**src/sv/i2cm_pkg.sv**
```systemverilog
// Shared types and constants for the I2C master bit engine.
package i2cm_pkg;

    // Sequencer phases; each non-idle phase except done is one half SCL period.
    typedef enum logic [3:0] {
        PH_IDLE     = 4'd0,
        PH_START_A  = 4'd1,
        PH_START_B  = 4'd2,
        PH_STOP_A   = 4'd3,
        PH_STOP_B   = 4'd4,
        PH_WR_LOW   = 4'd5,
        PH_WR_HIGH  = 4'd6,
        PH_ACK_LOW  = 4'd7,
        PH_ACK_HIGH = 4'd8,
        PH_RD_LOW   = 4'd9,
        PH_RD_HIGH  = 4'd10,
        PH_MA_LOW   = 4'd11,
        PH_MA_HIGH  = 4'd12,
        PH_DONE     = 4'd13
    } t_phase;

    // Command codes carried on the func field.
    typedef enum logic [1:0] {
        FUNC_START = 2'd0,
        FUNC_STOP  = 2'd1,
        FUNC_WRITE = 2'd2,
        FUNC_READ  = 2'd3
    } t_func;

    localparam logic [15:0] HALF_PERIOD_RESET = 16'd500;
    localparam logic [3:0]  BITS_PER_BYTE     = 4'd8;
    localparam logic [7:0]  MSB_MASK          = 8'h80;

    // Engine state apart from the half-period tick counter.
    typedef struct packed {
        t_phase      phase;
        logic [3:0]  bit_cnt;
        logic [7:0]  shift;
        logic        ack_choice;
        logic        scl;
        logic        sda;
        logic        drv;
        logic [7:0]  read_hold;
        logic        nack;
        logic        abort;
    } t_state;

    // Pin and status levels reported for one tick.
    typedef struct packed {
        logic        scl_out;
        logic        sda_out;
        logic        sda_drive;
        logic        busy;
        logic        done;
        logic [7:0]  read_byte;
        logic        nack_seen;
        logic        aborted;
    } t_result;

endpackage

```
**src/sv/i2cm_step.sv**
```systemverilog
// Next-state and result logic for one tick of the I2C master bit engine.
module i2cm_step #(
    parameter int TICK_COUNT_WIDTH = 16
) (
    input  i2cm_pkg::t_state                i_state,
    input  logic [TICK_COUNT_WIDTH-1:0]     i_tick,
    input  logic [15:0]                     i_half,
    input  logic                            i_cmd_valid,
    input  logic [1:0]                      i_func,
    input  logic [7:0]                      i_write_byte,
    input  logic                            i_send_nack,
    input  logic                            i_sda_in,
    output i2cm_pkg::t_state                o_state,
    output logic [TICK_COUNT_WIDTH-1:0]     o_tick,
    output i2cm_pkg::t_result               o_result
);

    localparam int CW = ((TICK_COUNT_WIDTH > 16) ? TICK_COUNT_WIDTH : 16) + 1;

    logic [CW-1:0] half_ext;
    logic [CW-1:0] limit;
    logic [CW-1:0] eff_half;
    logic          seg_more;

    assign half_ext = CW'(i_half);
    assign limit    = CW'(1) << TICK_COUNT_WIDTH;
    assign eff_half = (half_ext == '0) ? CW'(1) : ((half_ext > limit) ? limit : half_ext);
    assign seg_more = (CW'(i_tick) + CW'(1)) < eff_half;

    // Next state.
    always_comb begin
        i2cm_pkg::t_state n_st;
        logic [TICK_COUNT_WIDTH-1:0] n_tk;
        logic [7:0] sh;
        logic [3:0] bc;
        n_st = i_state;
        n_tk = i_tick;
        sh   = '0;
        bc   = '0;
        if (i_state.phase == i2cm_pkg::PH_DONE || i_state.phase == i2cm_pkg::PH_IDLE) begin
            n_st.phase = i2cm_pkg::PH_IDLE;
            if (i_cmd_valid) begin
                n_st.ack_choice = i_send_nack;
                n_st.abort      = 1'b0;
                n_st.bit_cnt    = '0;
                n_tk            = '0;
                case (i2cm_pkg::t_func'(i_func))
                    i2cm_pkg::FUNC_START: begin
                        n_st.phase = i2cm_pkg::PH_START_A;
                        {n_st.scl, n_st.sda, n_st.drv} = 3'b111;
                    end
                    i2cm_pkg::FUNC_STOP: begin
                        n_st.phase = i2cm_pkg::PH_STOP_A;
                        {n_st.scl, n_st.sda, n_st.drv} = 3'b001;
                    end
                    i2cm_pkg::FUNC_WRITE: begin
                        n_st.shift = i_write_byte;
                        n_st.nack  = 1'b0;
                        n_st.phase = i2cm_pkg::PH_WR_LOW;
                        n_st.scl   = 1'b0;
                        n_st.sda   = |(i_write_byte & i2cm_pkg::MSB_MASK);
                        n_st.drv   = 1'b1;
                    end
                    default: begin
                        n_st.shift = '0;
                        n_st.phase = i2cm_pkg::PH_RD_LOW;
                        n_st.scl   = 1'b0;
                        n_st.drv   = 1'b0;
                    end
                endcase
            end
        end else if (seg_more) begin
            n_tk = i_tick + TICK_COUNT_WIDTH'(1);
        end else begin
            n_tk = '0;
            case (i_state.phase)
                i2cm_pkg::PH_START_A: begin
                    n_st.phase = i2cm_pkg::PH_START_B;
                    {n_st.scl, n_st.sda, n_st.drv} = 3'b101;
                end
                i2cm_pkg::PH_START_B: begin
                    n_st.phase = i2cm_pkg::PH_DONE;
                    {n_st.scl, n_st.sda, n_st.drv} = 3'b001;
                end
                i2cm_pkg::PH_STOP_A: begin
                    n_st.phase = i2cm_pkg::PH_STOP_B;
                    {n_st.scl, n_st.sda, n_st.drv} = 3'b101;
                end
                i2cm_pkg::PH_STOP_B: begin
                    n_st.phase = i2cm_pkg::PH_DONE;
                    {n_st.scl, n_st.sda, n_st.drv} = 3'b111;
                end
                i2cm_pkg::PH_WR_LOW: begin
                    n_st.phase = i2cm_pkg::PH_WR_HIGH;
                    n_st.scl   = 1'b1;
                    n_st.drv   = 1'b1;
                end
                i2cm_pkg::PH_WR_HIGH: begin
                    sh           = {i_state.shift[6:0], 1'b0};
                    bc           = i_state.bit_cnt + 4'd1;
                    n_st.shift   = sh;
                    n_st.bit_cnt = bc;
                    if (bc >= i2cm_pkg::BITS_PER_BYTE) begin
                        n_st.phase = i2cm_pkg::PH_ACK_LOW;
                        n_st.scl   = 1'b0;
                        n_st.drv   = 1'b0;
                    end else begin
                        n_st.phase = i2cm_pkg::PH_WR_LOW;
                        n_st.scl   = 1'b0;
                        n_st.sda   = |(sh & i2cm_pkg::MSB_MASK);
                        n_st.drv   = 1'b1;
                    end
                end
                i2cm_pkg::PH_ACK_LOW: begin
                    n_st.phase = i2cm_pkg::PH_ACK_HIGH;
                    n_st.scl   = 1'b1;
                    n_st.drv   = 1'b0;
                end
                i2cm_pkg::PH_ACK_HIGH: begin
                    if (i_sda_in) begin
                        n_st.nack  = 1'b1;
                        n_st.abort = 1'b1;
                        n_st.phase = i2cm_pkg::PH_STOP_A;
                        {n_st.scl, n_st.sda, n_st.drv} = 3'b001;
                    end else begin
                        n_st.phase = i2cm_pkg::PH_DONE;
                        n_st.scl   = 1'b0;
                        n_st.drv   = 1'b1;
                    end
                end
                i2cm_pkg::PH_RD_LOW: begin
                    n_st.phase = i2cm_pkg::PH_RD_HIGH;
                    n_st.scl   = 1'b1;
                    n_st.drv   = 1'b0;
                end
                i2cm_pkg::PH_RD_HIGH: begin
                    sh           = {i_state.shift[6:0], i_sda_in};
                    bc           = i_state.bit_cnt + 4'd1;
                    n_st.shift   = sh;
                    n_st.bit_cnt = bc;
                    if (bc >= i2cm_pkg::BITS_PER_BYTE) begin
                        n_st.read_hold = sh;
                        n_st.phase     = i2cm_pkg::PH_MA_LOW;
                        n_st.scl       = 1'b0;
                        n_st.sda       = i_state.ack_choice;
                        n_st.drv       = 1'b1;
                    end else begin
                        n_st.phase = i2cm_pkg::PH_RD_LOW;
                        n_st.scl   = 1'b0;
                        n_st.drv   = 1'b0;
                    end
                end
                i2cm_pkg::PH_MA_LOW: begin
                    n_st.phase = i2cm_pkg::PH_MA_HIGH;
                    n_st.scl   = 1'b1;
                    n_st.sda   = i_state.ack_choice;
                    n_st.drv   = 1'b1;
                end
                i2cm_pkg::PH_MA_HIGH: begin
                    n_st.phase = i2cm_pkg::PH_DONE;
                    n_st.scl   = 1'b0;
                    n_st.sda   = i_state.ack_choice;
                    n_st.drv   = 1'b1;
                end
                default: begin
                    n_st.phase = i2cm_pkg::PH_IDLE;
                end
            endcase
        end
        o_state = n_st;
        o_tick  = n_tk;
    end

    // Result levels follow from the state after the tick.
    always_comb begin
        o_result.scl_out   = o_state.scl;
        o_result.sda_out   = o_state.drv ? o_state.sda : 1'b1;
        o_result.sda_drive = o_state.drv;
        o_result.busy      = (o_state.phase != i2cm_pkg::PH_IDLE) &&
                             (o_state.phase != i2cm_pkg::PH_DONE);
        o_result.done      = (o_state.phase == i2cm_pkg::PH_DONE);
        o_result.read_byte = o_state.read_hold;
        o_result.nack_seen = o_state.nack;
        o_result.aborted   = o_state.abort;
    end

endmodule

```
**src/sv/i2c_master_bit_engine_top.sv**
```systemverilog
// Top level of the I2C master bit engine: handshakes, state registers, result register.
//
// The engine is stepped once per input transaction; each transaction stands for one
// tick of the bus timebase and carries an optional command (start, stop, write byte,
// read byte), the write byte, the ACK/NACK choice for reads and the sampled SDA level.
// Every input transaction yields exactly one output transaction with the SCL, SDA and
// SDA-direction levels to drive plus busy, done, the last read byte and the NACK and
// abort flags. A command is only taken while idle or done; otherwise it is ignored.
// The half-period register is written through its own valid/ready channel, which is
// always ready; it should only be written while no transactions are in flight.
// The accepting edge loads the input register; when the step fires, the step result
// goes into the result register and output valid rises. Throughput is one transaction
// per cycle while the receiver does not stall. When the receiver stalls, the result
// register holds and the input register keeps accepting one more transaction before
// input ready drops; no transaction is lost.
// Synchronous active-low reset returns the engine to idle with SCL and SDA high and
// driven, clears counters and flags and loads a half period of 500 ticks.
module i2c_master_bit_engine_top #(
    parameter int TICK_COUNT_WIDTH = 16
) (
    input  logic        i_clk,
    input  logic        i_rst_n,
    // Configuration channel.
    input  logic        i_cfg_valid,
    output logic        o_cfg_ready,
    input  logic [15:0] i_cfg_half_period_ticks,
    // Input channel.
    input  logic        i_in_valid,
    output logic        o_in_ready,
    input  logic        i_cmd_valid,
    input  logic [1:0]  i_func,
    input  logic [7:0]  i_write_byte,
    input  logic        i_send_nack,
    input  logic        i_sda_in,
    // Output channel.
    output logic        o_out_valid,
    input  logic        i_out_ready,
    output logic        o_scl_out,
    output logic        o_sda_out,
    output logic        o_sda_drive,
    output logic        o_busy_res,
    output logic        o_done_res,
    output logic [7:0]  o_read_byte,
    output logic        o_nack_seen,
    output logic        o_aborted
);

    logic [15:0]                 r_half;
    i2cm_pkg::t_state            r_state;
    i2cm_pkg::t_state            n_state;
    logic [TICK_COUNT_WIDTH-1:0] r_tick;
    logic [TICK_COUNT_WIDTH-1:0] n_tick;

    // Input register.
    logic        r_in_valid;
    logic        r_cmd_valid;
    logic [1:0]  r_func;
    logic [7:0]  r_write_byte;
    logic        r_send_nack;
    logic        r_sda_in;

    // Result register.
    logic                r_out_valid;
    i2cm_pkg::t_result   r_result;
    i2cm_pkg::t_result   n_result;

    logic advance;

    // The step fires when the input register holds a transaction and the result
    // register is empty or being drained this cycle.
    assign advance     = r_in_valid && (!r_out_valid || i_out_ready);
    assign o_in_ready  = !r_in_valid || advance;
    assign o_cfg_ready = 1'b1;

    always_ff @(posedge i_clk) begin
        if (!i_rst_n) begin
            r_half <= i2cm_pkg::HALF_PERIOD_RESET;
        end else if (i_cfg_valid) begin
            r_half <= i_cfg_half_period_ticks;
        end
    end

    always_ff @(posedge i_clk) begin
        if (!i_rst_n) begin
            r_in_valid <= 1'b0;
        end else if (o_in_ready) begin
            r_in_valid <= i_in_valid;
        end
    end

    always_ff @(posedge i_clk) begin
        if (o_in_ready && i_in_valid) begin
            r_cmd_valid  <= i_cmd_valid;
            r_func       <= i_func;
            r_write_byte <= i_write_byte;
            r_send_nack  <= i_send_nack;
            r_sda_in     <= i_sda_in;
        end
    end

    i2cm_step #(
        .TICK_COUNT_WIDTH(TICK_COUNT_WIDTH)
    ) u_step (
        .i_state      (r_state),
        .i_tick       (r_tick),
        .i_half       (r_half),
        .i_cmd_valid  (r_cmd_valid),
        .i_func       (r_func),
        .i_write_byte (r_write_byte),
        .i_send_nack  (r_send_nack),
        .i_sda_in     (r_sda_in),
        .o_state      (n_state),
        .o_tick       (n_tick),
        .o_result     (n_result)
    );

    // Engine state moves only when a transaction passes through the step logic.
    always_ff @(posedge i_clk) begin
        if (!i_rst_n) begin
            r_state.phase      <= i2cm_pkg::PH_IDLE;
            r_state.bit_cnt    <= '0;
            r_state.shift      <= '0;
            r_state.ack_choice <= 1'b0;
            r_state.scl        <= 1'b1;
            r_state.sda        <= 1'b1;
            r_state.drv        <= 1'b1;
            r_state.read_hold  <= '0;
            r_state.nack       <= 1'b0;
            r_state.abort      <= 1'b0;
            r_tick             <= '0;
        end else if (advance) begin
            r_state <= n_state;
            r_tick  <= n_tick;
        end
    end

    always_ff @(posedge i_clk) begin
        if (!i_rst_n) begin
            r_out_valid <= 1'b0;
        end else if (!r_out_valid || i_out_ready) begin
            r_out_valid <= r_in_valid;
        end
    end

    always_ff @(posedge i_clk) begin
        if (advance) begin
            r_result <= n_result;
        end
    end

    assign o_out_valid = r_out_valid;
    assign o_scl_out   = r_result.scl_out;
    assign o_sda_out   = r_result.sda_out;
    assign o_sda_drive = r_result.sda_drive;
    assign o_busy_res  = r_result.busy;
    assign o_done_res  = r_result.done;
    assign o_read_byte = r_result.read_byte;
    assign o_nack_seen = r_result.nack_seen;
    assign o_aborted   = r_result.aborted;

endmodule

```
**config.mk**
```make
export PLATFORM = sky130hd
export DESIGN_NAME = i2c_master_bit_engine_top
export DESIGN_NICKNAME = d
export VERILOG_FILES = /design/src/sv/i2cm_pkg.sv /design/src/sv/i2cm_step.sv /design/src/sv/i2c_master_bit_engine_top.sv
export SDC_FILE = /design/constraint.sdc
export NUM_CORES = 1
export LEC_CHECK = 0
export BUFFER_PORTS_ARGS = -buffer_cell sky130_fd_sc_hd__buf_2
export CORE_MARGIN = 2
export CORE_UTILIZATION = 50
export CTS_BUF_LIST = sky130_fd_sc_hd__clkbuf_2
export CTS_CLUSTER_DIAMETER = 40
export DETAILED_ROUTE_END_ITERATION = 8
export PLACE_DENSITY = 0.69
export SLEW_MARGIN = 0
export SYNTH_ARGS = -nofsm -noshare
export SYNTH_HDL_FRONTEND = slang
export SYNTH_HIERARCHICAL = 1
export SYNTH_SLANG_ARGS = --single-unit
```
**constraint.sdc**
```tcl
create_clock -name i_clk -period 4.3 [get_ports i_clk]
set_input_delay 0.645 -clock i_clk [delete_from_list [all_inputs] [get_ports i_clk]]
set_output_delay 0.645 -clock i_clk [all_outputs]
set_load 0.02 [all_outputs]
```
==> results.sh, run 1 <==
export IMPL_fp_row_count=37
export IMPL_grt_setup_unrepaired="no"
export IMPL_cts_tree="built"
export IMPL_arrival_ns=4.49
export IMPL_setup_viol=0
export IMPL_firstDrtPassIters=4
export IMPL_r2r_slack_ns=0.28
export IMPL_hold_viol=0
export IMPL_peakVddDrop_uv=287
export IMPL_ios=52
export IMPL_crit_path_max_fanout=9
export IMPL_slew_viol_final=0
export IMPL_dpl_hpwl_um=7460
export IMPL_fin_cells=745
export IMPL_placeableCoreArea_sq_um=10300
export IMPL_finish_instance_area_sq_um=5620
export IMPL_dpl_cell_count=729
export IMPL_p_per_area_nw_per_um2=291
export IMPL_wl_met2_um=5220
export IMPL_drtAntennaViolNets=0
export IMPL_synthesis_instances=584
export IMPL_status="finished, final reports clean"
export IMPL_fin_ws_ns=0.276
export IMPL_skew_ns=0.0304
export IMPL_cp_end_kind="flop"
export IMPL_timing_slew_headroom_pct=21.3
export IMPL_r2r_start="r_tick[0]"
export IMPL_vias_per_cell=5.48
export IMPL_grt_antenna_before_repair=0
export IMPL_drc=0
export IMPL_drt_wl_total_um=10600
export IMPL_pre_cts_ws_ns=0.161
export IMPL_wl_per_cell_um=14.2
export IMPL_setup_tns_ns=0
export IMPL_num_antenna_cells=0
export IMPL_min_delay_path_class="input port to flop"
export IMPL_nets=655
export IMPL_cts_buffer_depth=2
export IMPL_drv_cap=0
export IMPL_placed_area_sq_um=5470
export IMPL_syn_nets=635
export IMPL_vias=4080
export IMPL_cts_sinks=91
export IMPL_die_w_um=107
export IMPL_worstRegToRegCells=17
export IMPL_wl_met3_um=480
export IMPL_grt_pass1_wl_um=17500
export IMPL_p_leak_nw=2.24
export IMPL_fp_dieH_um=107
export IMPL_worst_skew_pair_late_latency_ns=0.61
export IMPL_max_freq_ghz=0.248
export IMPL_place_congestion=0.859
export IMPL_cts_buffers=9
export IMPL_cp_start_kind="flop"
export IMPL_htree_levels=3
export IMPL_grt_max_degree=58
export IMPL_worst_pin_slew_ns=1.18
export IMPL_routedLengthMet1_um=4680
export IMPL_period_minus_slack_ns=4.02
export IMPL_ys_warn_count=6
export IMPL_nFillCells=955
export IMPL_cp_startpoint="r_tick[0]"
export IMPL_final_common_cell="nand2_1"
export IMPL_synth_area_sq_um=5320
export IMPL_synth_avg_cell_area_sq_um=9.11
export IMPL_highest_layer="met4"
export IMPL_grt_pass1_vias=3824
export IMPL_fin_crit_sh_pct=93.6
export IMPL_drive_gt1_share_pct=16.1
export IMPL_overflow=0
export IMPL_endpoint="r_state[24]"
export IMPL_hold_slack_ns=0.210
export IMPL_ctsRootBufferMaster="clkbuf_2"
export IMPL_dieArea_sq_um=11500
export IMPL_clk_pin_slew_ns=0.25
export IMPL_crit_required_ns=4.77
export IMPL_track_usage_pct=19.2
export IMPL_r2r_end="r_state[24]"
export IMPL_numPortBuffers=50
export IMPL_utilization_pct=54.4
export IMPL_crit_type="flop to flop"
export IMPL_drt_iter0_drc=206
export IMPL_syn_to_final_growth_pct=5.57
export IMPL_start_util_pct=51.5
export IMPL_power_mw=1.63
export IMPL_layout_common_cells="123 x nand2_1, 63 x mux2i_1, 63 x dfxtp_1"
## how the worst min path moves through the flow
stage | startpoint | endpoint | slack, ns | cells past startpoint
floorplan | r_state[2] | r_state[2] | 0.43 | 2
global placement | r_state[3] | r_state[3] | 0.44 | 2
CTS | i_cmd_valid | r_cmd_valid | 0.14 | 1
finish | i_cmd_valid | r_cmd_valid | 0.21 | 1
global route | i_write_byte[4] | r_write_byte[4] | 0.1 | 1
detailed placement | r_state[8] | r_state[8] | 0.45 | 2
## critical path: stages (launching register included)
cell      delay, ns
dfxtp_1        0.50
ha_1           0.24
nand3_2        0.13
nor4_2         0.40
nand4_1        0.16
xnor2_1        0.17
ha_1           0.30
nand3_1        0.09
or3_1          0.40
o31a_1         0.30
o2111a_2       0.19
nor2b_1        0.24
o21ai_2        0.19
buf_4          0.21
o211ai_1       0.15
o31ai_1        0.09
nand2_1        0.06
mux2i_1        0.06
## registers in the layout (all words and copies together) (netlist names), 2 cells and up
register      count
r_state          29
r_write_byte      8
o_read_byte       8
r_tick           16
r_func            2
r_half           16
## power breakdown
part / leakage (nW) / switching [mW] / internal, mW
combinational: 1.37 / 0.118 / 0.0815
clock: 0.0755 / 0.300 / 0.190
sequential: 0.788 / 0.0271 / 0.918
## area by class of cell
cell class / count / area [sq um] / area share (%)
clock buffer: 9 / 45.0 / 0.802
clock inverter: 7 / 92.6 / 1.65
inverter: 34 / 128 / 2.27
multi-input combinational: 411 / 2780 / 49.4
sequential: 91 / 2100 / 37.4
tap: 136 / 170 / 3.03
timing repair buffer: 57 / 303 / 5.39
## metal layers
metal  GRT usage [%]  up-vias
li1                -     2074
met1            22.9     1896
met2            32.1       90
met3            5.96       20
met4            7.61        0
met5               0        -
## timing repair
item | 4_1_cts | 5_1_grt
setup buffers | 0 | 0
gates resized for setup | 0 | 2
hold buffers | 0 | 0
endpoints found under the setup margin | 0 | 21
No activity file was read; power rests on OpenSTA's default activity.
==> run 2: changes to the inputs <==
--- a/config.mk
+++ b/config.mk
@@ -12,6 +12,7 @@
 export CTS_CLUSTER_DIAMETER = 40
 export DETAILED_ROUTE_END_ITERATION = 8
 export PLACE_DENSITY = 0.69
+export SKIP_CTS_REPAIR_TIMING = 1
 export SLEW_MARGIN = 0
 export SYNTH_ARGS = -nofsm -noshare
 export SYNTH_HDL_FRONTEND = slang
==> constraint.sdc (replaced) <==
create_clock -name i_clk -period 5.2 [get_ports i_clk]
set_input_delay 0.78 -clock i_clk [delete_from_list [all_inputs] [get_ports i_clk]]
set_output_delay 0.78 -clock i_clk [all_outputs]
set_load 0.02 [all_outputs]
==> results.sh, run 2 (synthesis gave the netlist of run 1 again) <==
export IMPL_crit_required_ns=5.64
export IMPL_min_to="r_cmd_valid"
export IMPL_skew_ns=0.0234
export IMPL_start_util_pct=51.5
export IMPL_ios=52
export IMPL_numPortBuffers=50
export IMPL_vias=4067
export IMPL_dpl_hpwl_um=7290
export IMPL_cp_start_kind="flop"
export IMPL_min_from="i_cmd_valid"
export IMPL_overflow=0
export IMPL_dieArea_sq_um=11500
export IMPL_layout_common_cells="123 x nand2_1, 63 x mux2i_1, 63 x dfxtp_1"
export IMPL_worst_skew_pair_late_latency_ns=0.56
export IMPL_ctsRootBufferMaster="clkbuf_2"
export IMPL_nets=651
export IMPL_clk_pin_slew_ns=0.23
export IMPL_wl_per_cell_um=14.0
export IMPL_seqCellArea_sq_um=2100
export IMPL_fp_dieH_um=107
export IMPL_crit_type="flop to flop"
export IMPL_placeableCoreArea_sq_um=10300
export IMPL_worstRegToRegCells=15
export IMPL_slew_viol_final=0
export IMPL_grt_pass1_vias=3771
export IMPL_fin_crit_sh_pct=84.7
export IMPL_timing_slew_headroom_pct=43.6
export IMPL_multi_input_area_sq_um=2770
export IMPL_die_w_um=107
export IMPL_syn_to_final_growth_pct=4.28
export IMPL_cp_end_kind="flop"
export IMPL_fp_row_count=37
export IMPL_drc=0
export IMPL_arrival_ns=4.84
export IMPL_drt_iter0_drc=178
export IMPL_place_congestion=0.864
export IMPL_drv_cap=0
export IMPL_vias_per_cell=5.49
export IMPL_max_freq_ghz=0.227
export IMPL_htree_levels=3
export IMPL_setup_viol=0
export IMPL_hold_slack_ns=0.380
export IMPL_period_minus_slack_ns=4.40
export IMPL_r2r_end="r_state[4]"
export IMPL_drive_gt1_share_pct=15.0
export IMPL_cts_tree="built"
export IMPL_cts_buffers=9
export IMPL_worst_pin_slew_ns=0.845
export IMPL_grt_pass1_wl_um=17300
export IMPL_largest_reg_flops=29
export IMPL_r2r_slack_ns=0.80
export IMPL_track_usage_pct=18.8
export IMPL_grt_setup_unrepaired="no"
export IMPL_min_delay_path_class="input port to flop"
export IMPL_nFillCells=967
export IMPL_p_per_area_nw_per_um2=233
export IMPL_setup_tns_ns=0
export IMPL_cts_sinks=91
export IMPL_largest_register="r_state"
export IMPL_hold_viol=0
export IMPL_num_antenna_cells=0
export IMPL_whs_path_depth=1
export IMPL_final_common_cell="nand2_1"
export IMPL_power_mw=1.29
export IMPL_drt_wl_total_um=10400
export IMPL_firstDrtPassIters=5
export IMPL_drtAntennaViolNets=0
export IMPL_crit_path_max_fanout=30
export IMPL_grt_antenna_before_repair=0
export IMPL_status="finished, final reports clean"
export IMPL_cts_buffer_depth=2
export IMPL_largest_registers="r_state x29, r_half x16, r_tick x16"
export IMPL_peakVddDrop_uv=115
export IMPL_p_leak_nw=2.21
export IMPL_r2r_start="r_tick[0]"
export IMPL_grt_max_degree=55
==> run 2: cell types whose count changed in the layout (fill, tap and decap cells not counted), sizes merged <==
cell / previous run / this run
buf: 57 / 53
clkbuf: 9 / 11
clkinvlp: 2 / 1
bufinv: 2 / 1
==> run 2: worst max-delay path, cell delays in order (launching register included) <==
cell and delay (ns):
dfxtp_1 0.50, ha_1 0.24, nand3_2 0.14, nor4_1 0.45
nand4_1 0.17, xnor2_1 0.17, ha_1 0.30, nand3_1 0.09
or3_1 0.40, o31a_1 0.30, o2111a_2 0.34, nor2b_1 0.24
nand3_1 0.37, mux2_2 0.42, nand2_1 0.06, mux2i_1 0.08
==> run 2: metal layers <==
layer / vias up / routed length, um / global-route usage (%)
li1: 2068 / - / -
met1: 1889 / 4770 / 23.4
met2: 97 / 5040 / 32.0
met3: 13 / 407 / 4.07
met4: 0 / 167 / 6.86
met5: - / 0 / 0
==> run 2: layout make-up <==
| cell class | instances | area share [%] |
|---|---|---|
| Inverter | 34 | 2.30 |
| Multi-Input combinational cell | 411 | 49.9 |
| Sequential cell | 91 | 37.9 |
| Tap cell | 136 | 3.07 |
| Timing Repair Buffer | 53 | 4.92 |
| Clock buffer | 11 | 0.992 |
| Clock inverter | 5 | 0.970 |
==> run 2: power by group <==
| group | switching [mW] | leakage (nW) | internal, mW |
|---|---|---|---|
| clock | 0.234 | 0.0672 | 0.113 |
| combinational | 0.0971 | 1.36 | 0.0666 |
| sequential | 0.0223 | 0.788 | 0.759 |
| total | 0.353 | 2.21 | 0.938 |
==> run 2: worst max path at each step <==
stage,startpoint,to,slack [ns],cells past startpoint
global route,r_tick[0],r_state[16],0.41,16
floorplan,r_tick[0],r_state[12],1.40,17
finish,r_tick[0],r_state[4],0.80,15
global placement,r_tick[0],r_state[4],0.94,15
CTS,r_tick[0],r_state[4],0.83,15
detailed placement,r_tick[0],r_state[4],0.89,15
==> run 2: stage by stage <==
step           utilization (%)  setup WS [ns]  std cells  cell area, sq um
3_5_place_dp              52.7          0.889        725              5440
3_3_place_gp              52.7          0.944        725              5440
4_1_cts                   53.7          0.832        741              5550
5_1_grt                   53.7          0.408        741              5550
6_report                  53.7          0.797        741              5550
2_1_floorplan                -           1.40        584              5320
==> run 3: changes to the inputs <==
--- a/config.mk
+++ b/config.mk
@@ -5,13 +5,14 @@
 export SDC_FILE = /design/constraint.sdc
 export NUM_CORES = 1
 export LEC_CHECK = 0
+export ABC_AREA = 1
 export BUFFER_PORTS_ARGS = -buffer_cell sky130_fd_sc_hd__buf_2
 export CORE_MARGIN = 2
 export CORE_UTILIZATION = 50
 export CTS_BUF_LIST = sky130_fd_sc_hd__clkbuf_2
 export CTS_CLUSTER_DIAMETER = 40
 export DETAILED_ROUTE_END_ITERATION = 8
-export PLACE_DENSITY = 0.69
+export PLACE_DENSITY = 0.72
 export SKIP_CTS_REPAIR_TIMING = 1
 export SLEW_MARGIN = 0
 export SYNTH_ARGS = -nofsm -noshare
==> constraint.sdc (replaced) <==
create_clock -name i_clk -period 3.7 [get_ports i_clk]
set_input_delay 0.555 -clock i_clk [delete_from_list [all_inputs] [get_ports i_clk]]
set_output_delay 0.555 -clock i_clk [all_outputs]
set_load 0.02 [all_outputs]
==> results.sh, run 3 <==
export IMPL_largest_registers="r_state x29, r_half x16, r_tick x16"
export IMPL_slew_viol_final=0
export IMPL_nets=890
export IMPL_fin_cells=984
export IMPL_use_met2_pct=37.3
export IMPL_netSwitchingPower_uw=760
export IMPL_endpoint="o_busy_res"
export IMPL_dpl_hpwl_um=9150
export IMPL_drc=0
export IMPL_cp_startpoint="r_tick[2]"
export IMPL_grt_pass1_wl_um=21800
export IMPL_layout_common_cells="161 x nand2_1, 116 x inv_1, 101 x nor2_1"
export IMPL_synth_area_sq_um=5620
export IMPL_numPortBuffers=50
export IMPL_combPwrFrac_pct=26.0
export IMPL_htree_levels=3
export IMPL_ys_warn_count=6
export IMPL_worst_pin_slew_ns=0.874
export IMPL_grt_setup_unrepaired="yes"
export IMPL_ios=52
export IMPL_track_usage_pct=22.7
export IMPL_cp_start_kind="flop"
export IMPL_grt_busiest_layer="met2"
export IMPL_min_delay_path_class="input port to flop"
export IMPL_power_mw=2.15
export IMPL_setup_viol=0
export IMPL_syn_nets=860
export IMPL_overflow=0
export IMPL_cts_buffers=9
export IMPL_grt_antenna_before_repair=0
export IMPL_peakVddDrop_uv=171
export IMPL_syn_to_final_growth_pct=8.59
export IMPL_timing_slew_headroom_pct=41.7
export IMPL_drv_cap=0
export IMPL_r2r_slack_ns=0.12
export IMPL_pwr_share_seq_pct=53.8
export IMPL_clockPowerShare_pct=20.2
export IMPL_placed_area_sq_um=5810
export IMPL_drt_iter0_drc=406
export IMPL_fin_crit_sh_pct=96.7
export IMPL_dpl_cell_count=958
export IMPL_grt_pass1_vias=4770
export IMPL_setup_tns_ns=0
export IMPL_fp_dieH_um=110
export IMPL_cts_tree="built"
export IMPL_r2r_start="r_tick[2]"
export IMPL_drt_wl_total_um=13300
export IMPL_drtAntennaViolNets=0
export IMPL_num_antenna_cells=0
export IMPL_period_minus_slack_ns=3.58
export IMPL_finish_instance_area_sq_um=6100
export IMPL_largest_register="r_state"
export IMPL_dieArea_sq_um=12100
export IMPL_status="finished, final reports clean"
export IMPL_start_util_pct=51.6
export IMPL_cts_buffer_depth=2
export IMPL_grt_use_met1_pct=30.4
export IMPL_skew_ns=0.0211
export IMPL_placeableCoreArea_sq_um=10900
export IMPL_wl_per_cell_um=13.5
export IMPL_final_common_cell="nand2_1"
export IMPL_cp_end_kind="flop"
export IMPL_synth_avg_cell_area_sq_um=6.95
export IMPL_ctsRootBufferMaster="clkbuf_2"
export IMPL_p_leak_nw=2.84
export IMPL_arrival_ns=3.93
export IMPL_die_w_um=110
export IMPL_grt_max_degree=89
export IMPL_place_congestion=0.950
export IMPL_vias_per_cell=5.32
export IMPL_max_freq_ghz=0.280
export IMPL_clk_pin_slew_ns=0.25
export IMPL_worst_skew_pair_late_latency_ns=0.56
export IMPL_r2r_end="o_busy_res"
export IMPL_synthesis_instances=809
export IMPL_fp_row_count=38
export IMPL_worstRegToRegCells=21
export IMPL_drive_gt1_share_pct=15.3
export IMPL_crit_type="flop to flop"
export IMPL_p_sw_share_pct=35.3
export IMPL_p_per_area_nw_per_um2=353
export IMPL_crit_path_max_fanout=8
export IMPL_largest_reg_flops=29
export IMPL_vias=5238
export IMPL_met3_usage_pct=3.70
export IMPL_firstDrtPassIters=6
export IMPL_hold_viol=0
export IMPL_p_int_mw=1.39
export IMPL_cts_sinks=91
export IMPL_crit_required_ns=4.05
[run 3: worst min-delay path by stage]
stage | from | endpoint | cells after the start
finish | i_write_byte[4] | r_write_byte[4] | 1
global route | i_write_byte[1] | r_write_byte[1] | 1
CTS | i_write_byte[4] | r_write_byte[4] | 1
detailed placement | r_state[3] | r_state[3] | 2
global placement | r_state[9] | r_state[9] | 2
floorplan | r_state[3] | r_state[3] | 2
[run 3: critical path: stages, from the launching register on]
cell and delay [ns]:
dfxtp_4 0.43, nand3_4 0.09, nor2_4 0.13, nand4_1 0.23
or4_1 0.51, xor2_1 0.22, inv_1 0.07, ha_1 0.20
a21oi_1 0.13, o21bai_1 0.09, nor2_1 0.17, nand2_2 0.08
nor2_4 0.12, nand2_4 0.07, buf_4 0.13, buf_4 0.15
nand2_1 0.08, nand2_2 0.07, nor2_4 0.12, nand3_1 0.07
nor2_1 0.14, nor2_1 0.07
[run 3: layout make-up]
class	instances	area [sq um]
Sequential cell	91	2120
Clock buffer	10	50.0
Multi-Input combinational cell	544	2850
Inverter	125	469
Timing Repair Buffer	68	397
Tap cell	140	175
Fill cell	1024	4780
Clock inverter	6	42.5
[run 3: power by group through the flow]
stage / Combinational (mW) / Sequential, mW / Clock (mW)
after floorplan: 0.414 / 1.18 / 0
after global placement: 0.512 / 1.18 / 0
after detailed placement: 0.528 / 1.18 / 0
after CTS: 0.531 / 1.16 / 0.445
after global routing: 0.632 / 1.17 / 0.495
final: 0.560 / 1.16 / 0.435
[run 3: stage by stage]
step                      worst slack [ns]  hold slack (ns)  util (%)
after floorplan                      0.395            0.448         -
after global placement               0.174            0.457      53.3
after detailed placement           -0.0263            0.473      53.3
after CTS                          -0.0483            0.107      54.2
after global routing               -0.0240           0.0704      56.1
final                                0.123            0.138      56.1
[run 3: layer usage]
metal	share of wire, %	vias to the layer above
li1	-	2651
met1	46	2411
met2	47	151
met3	4.7	25
met4	1.7	0
met5	0	-
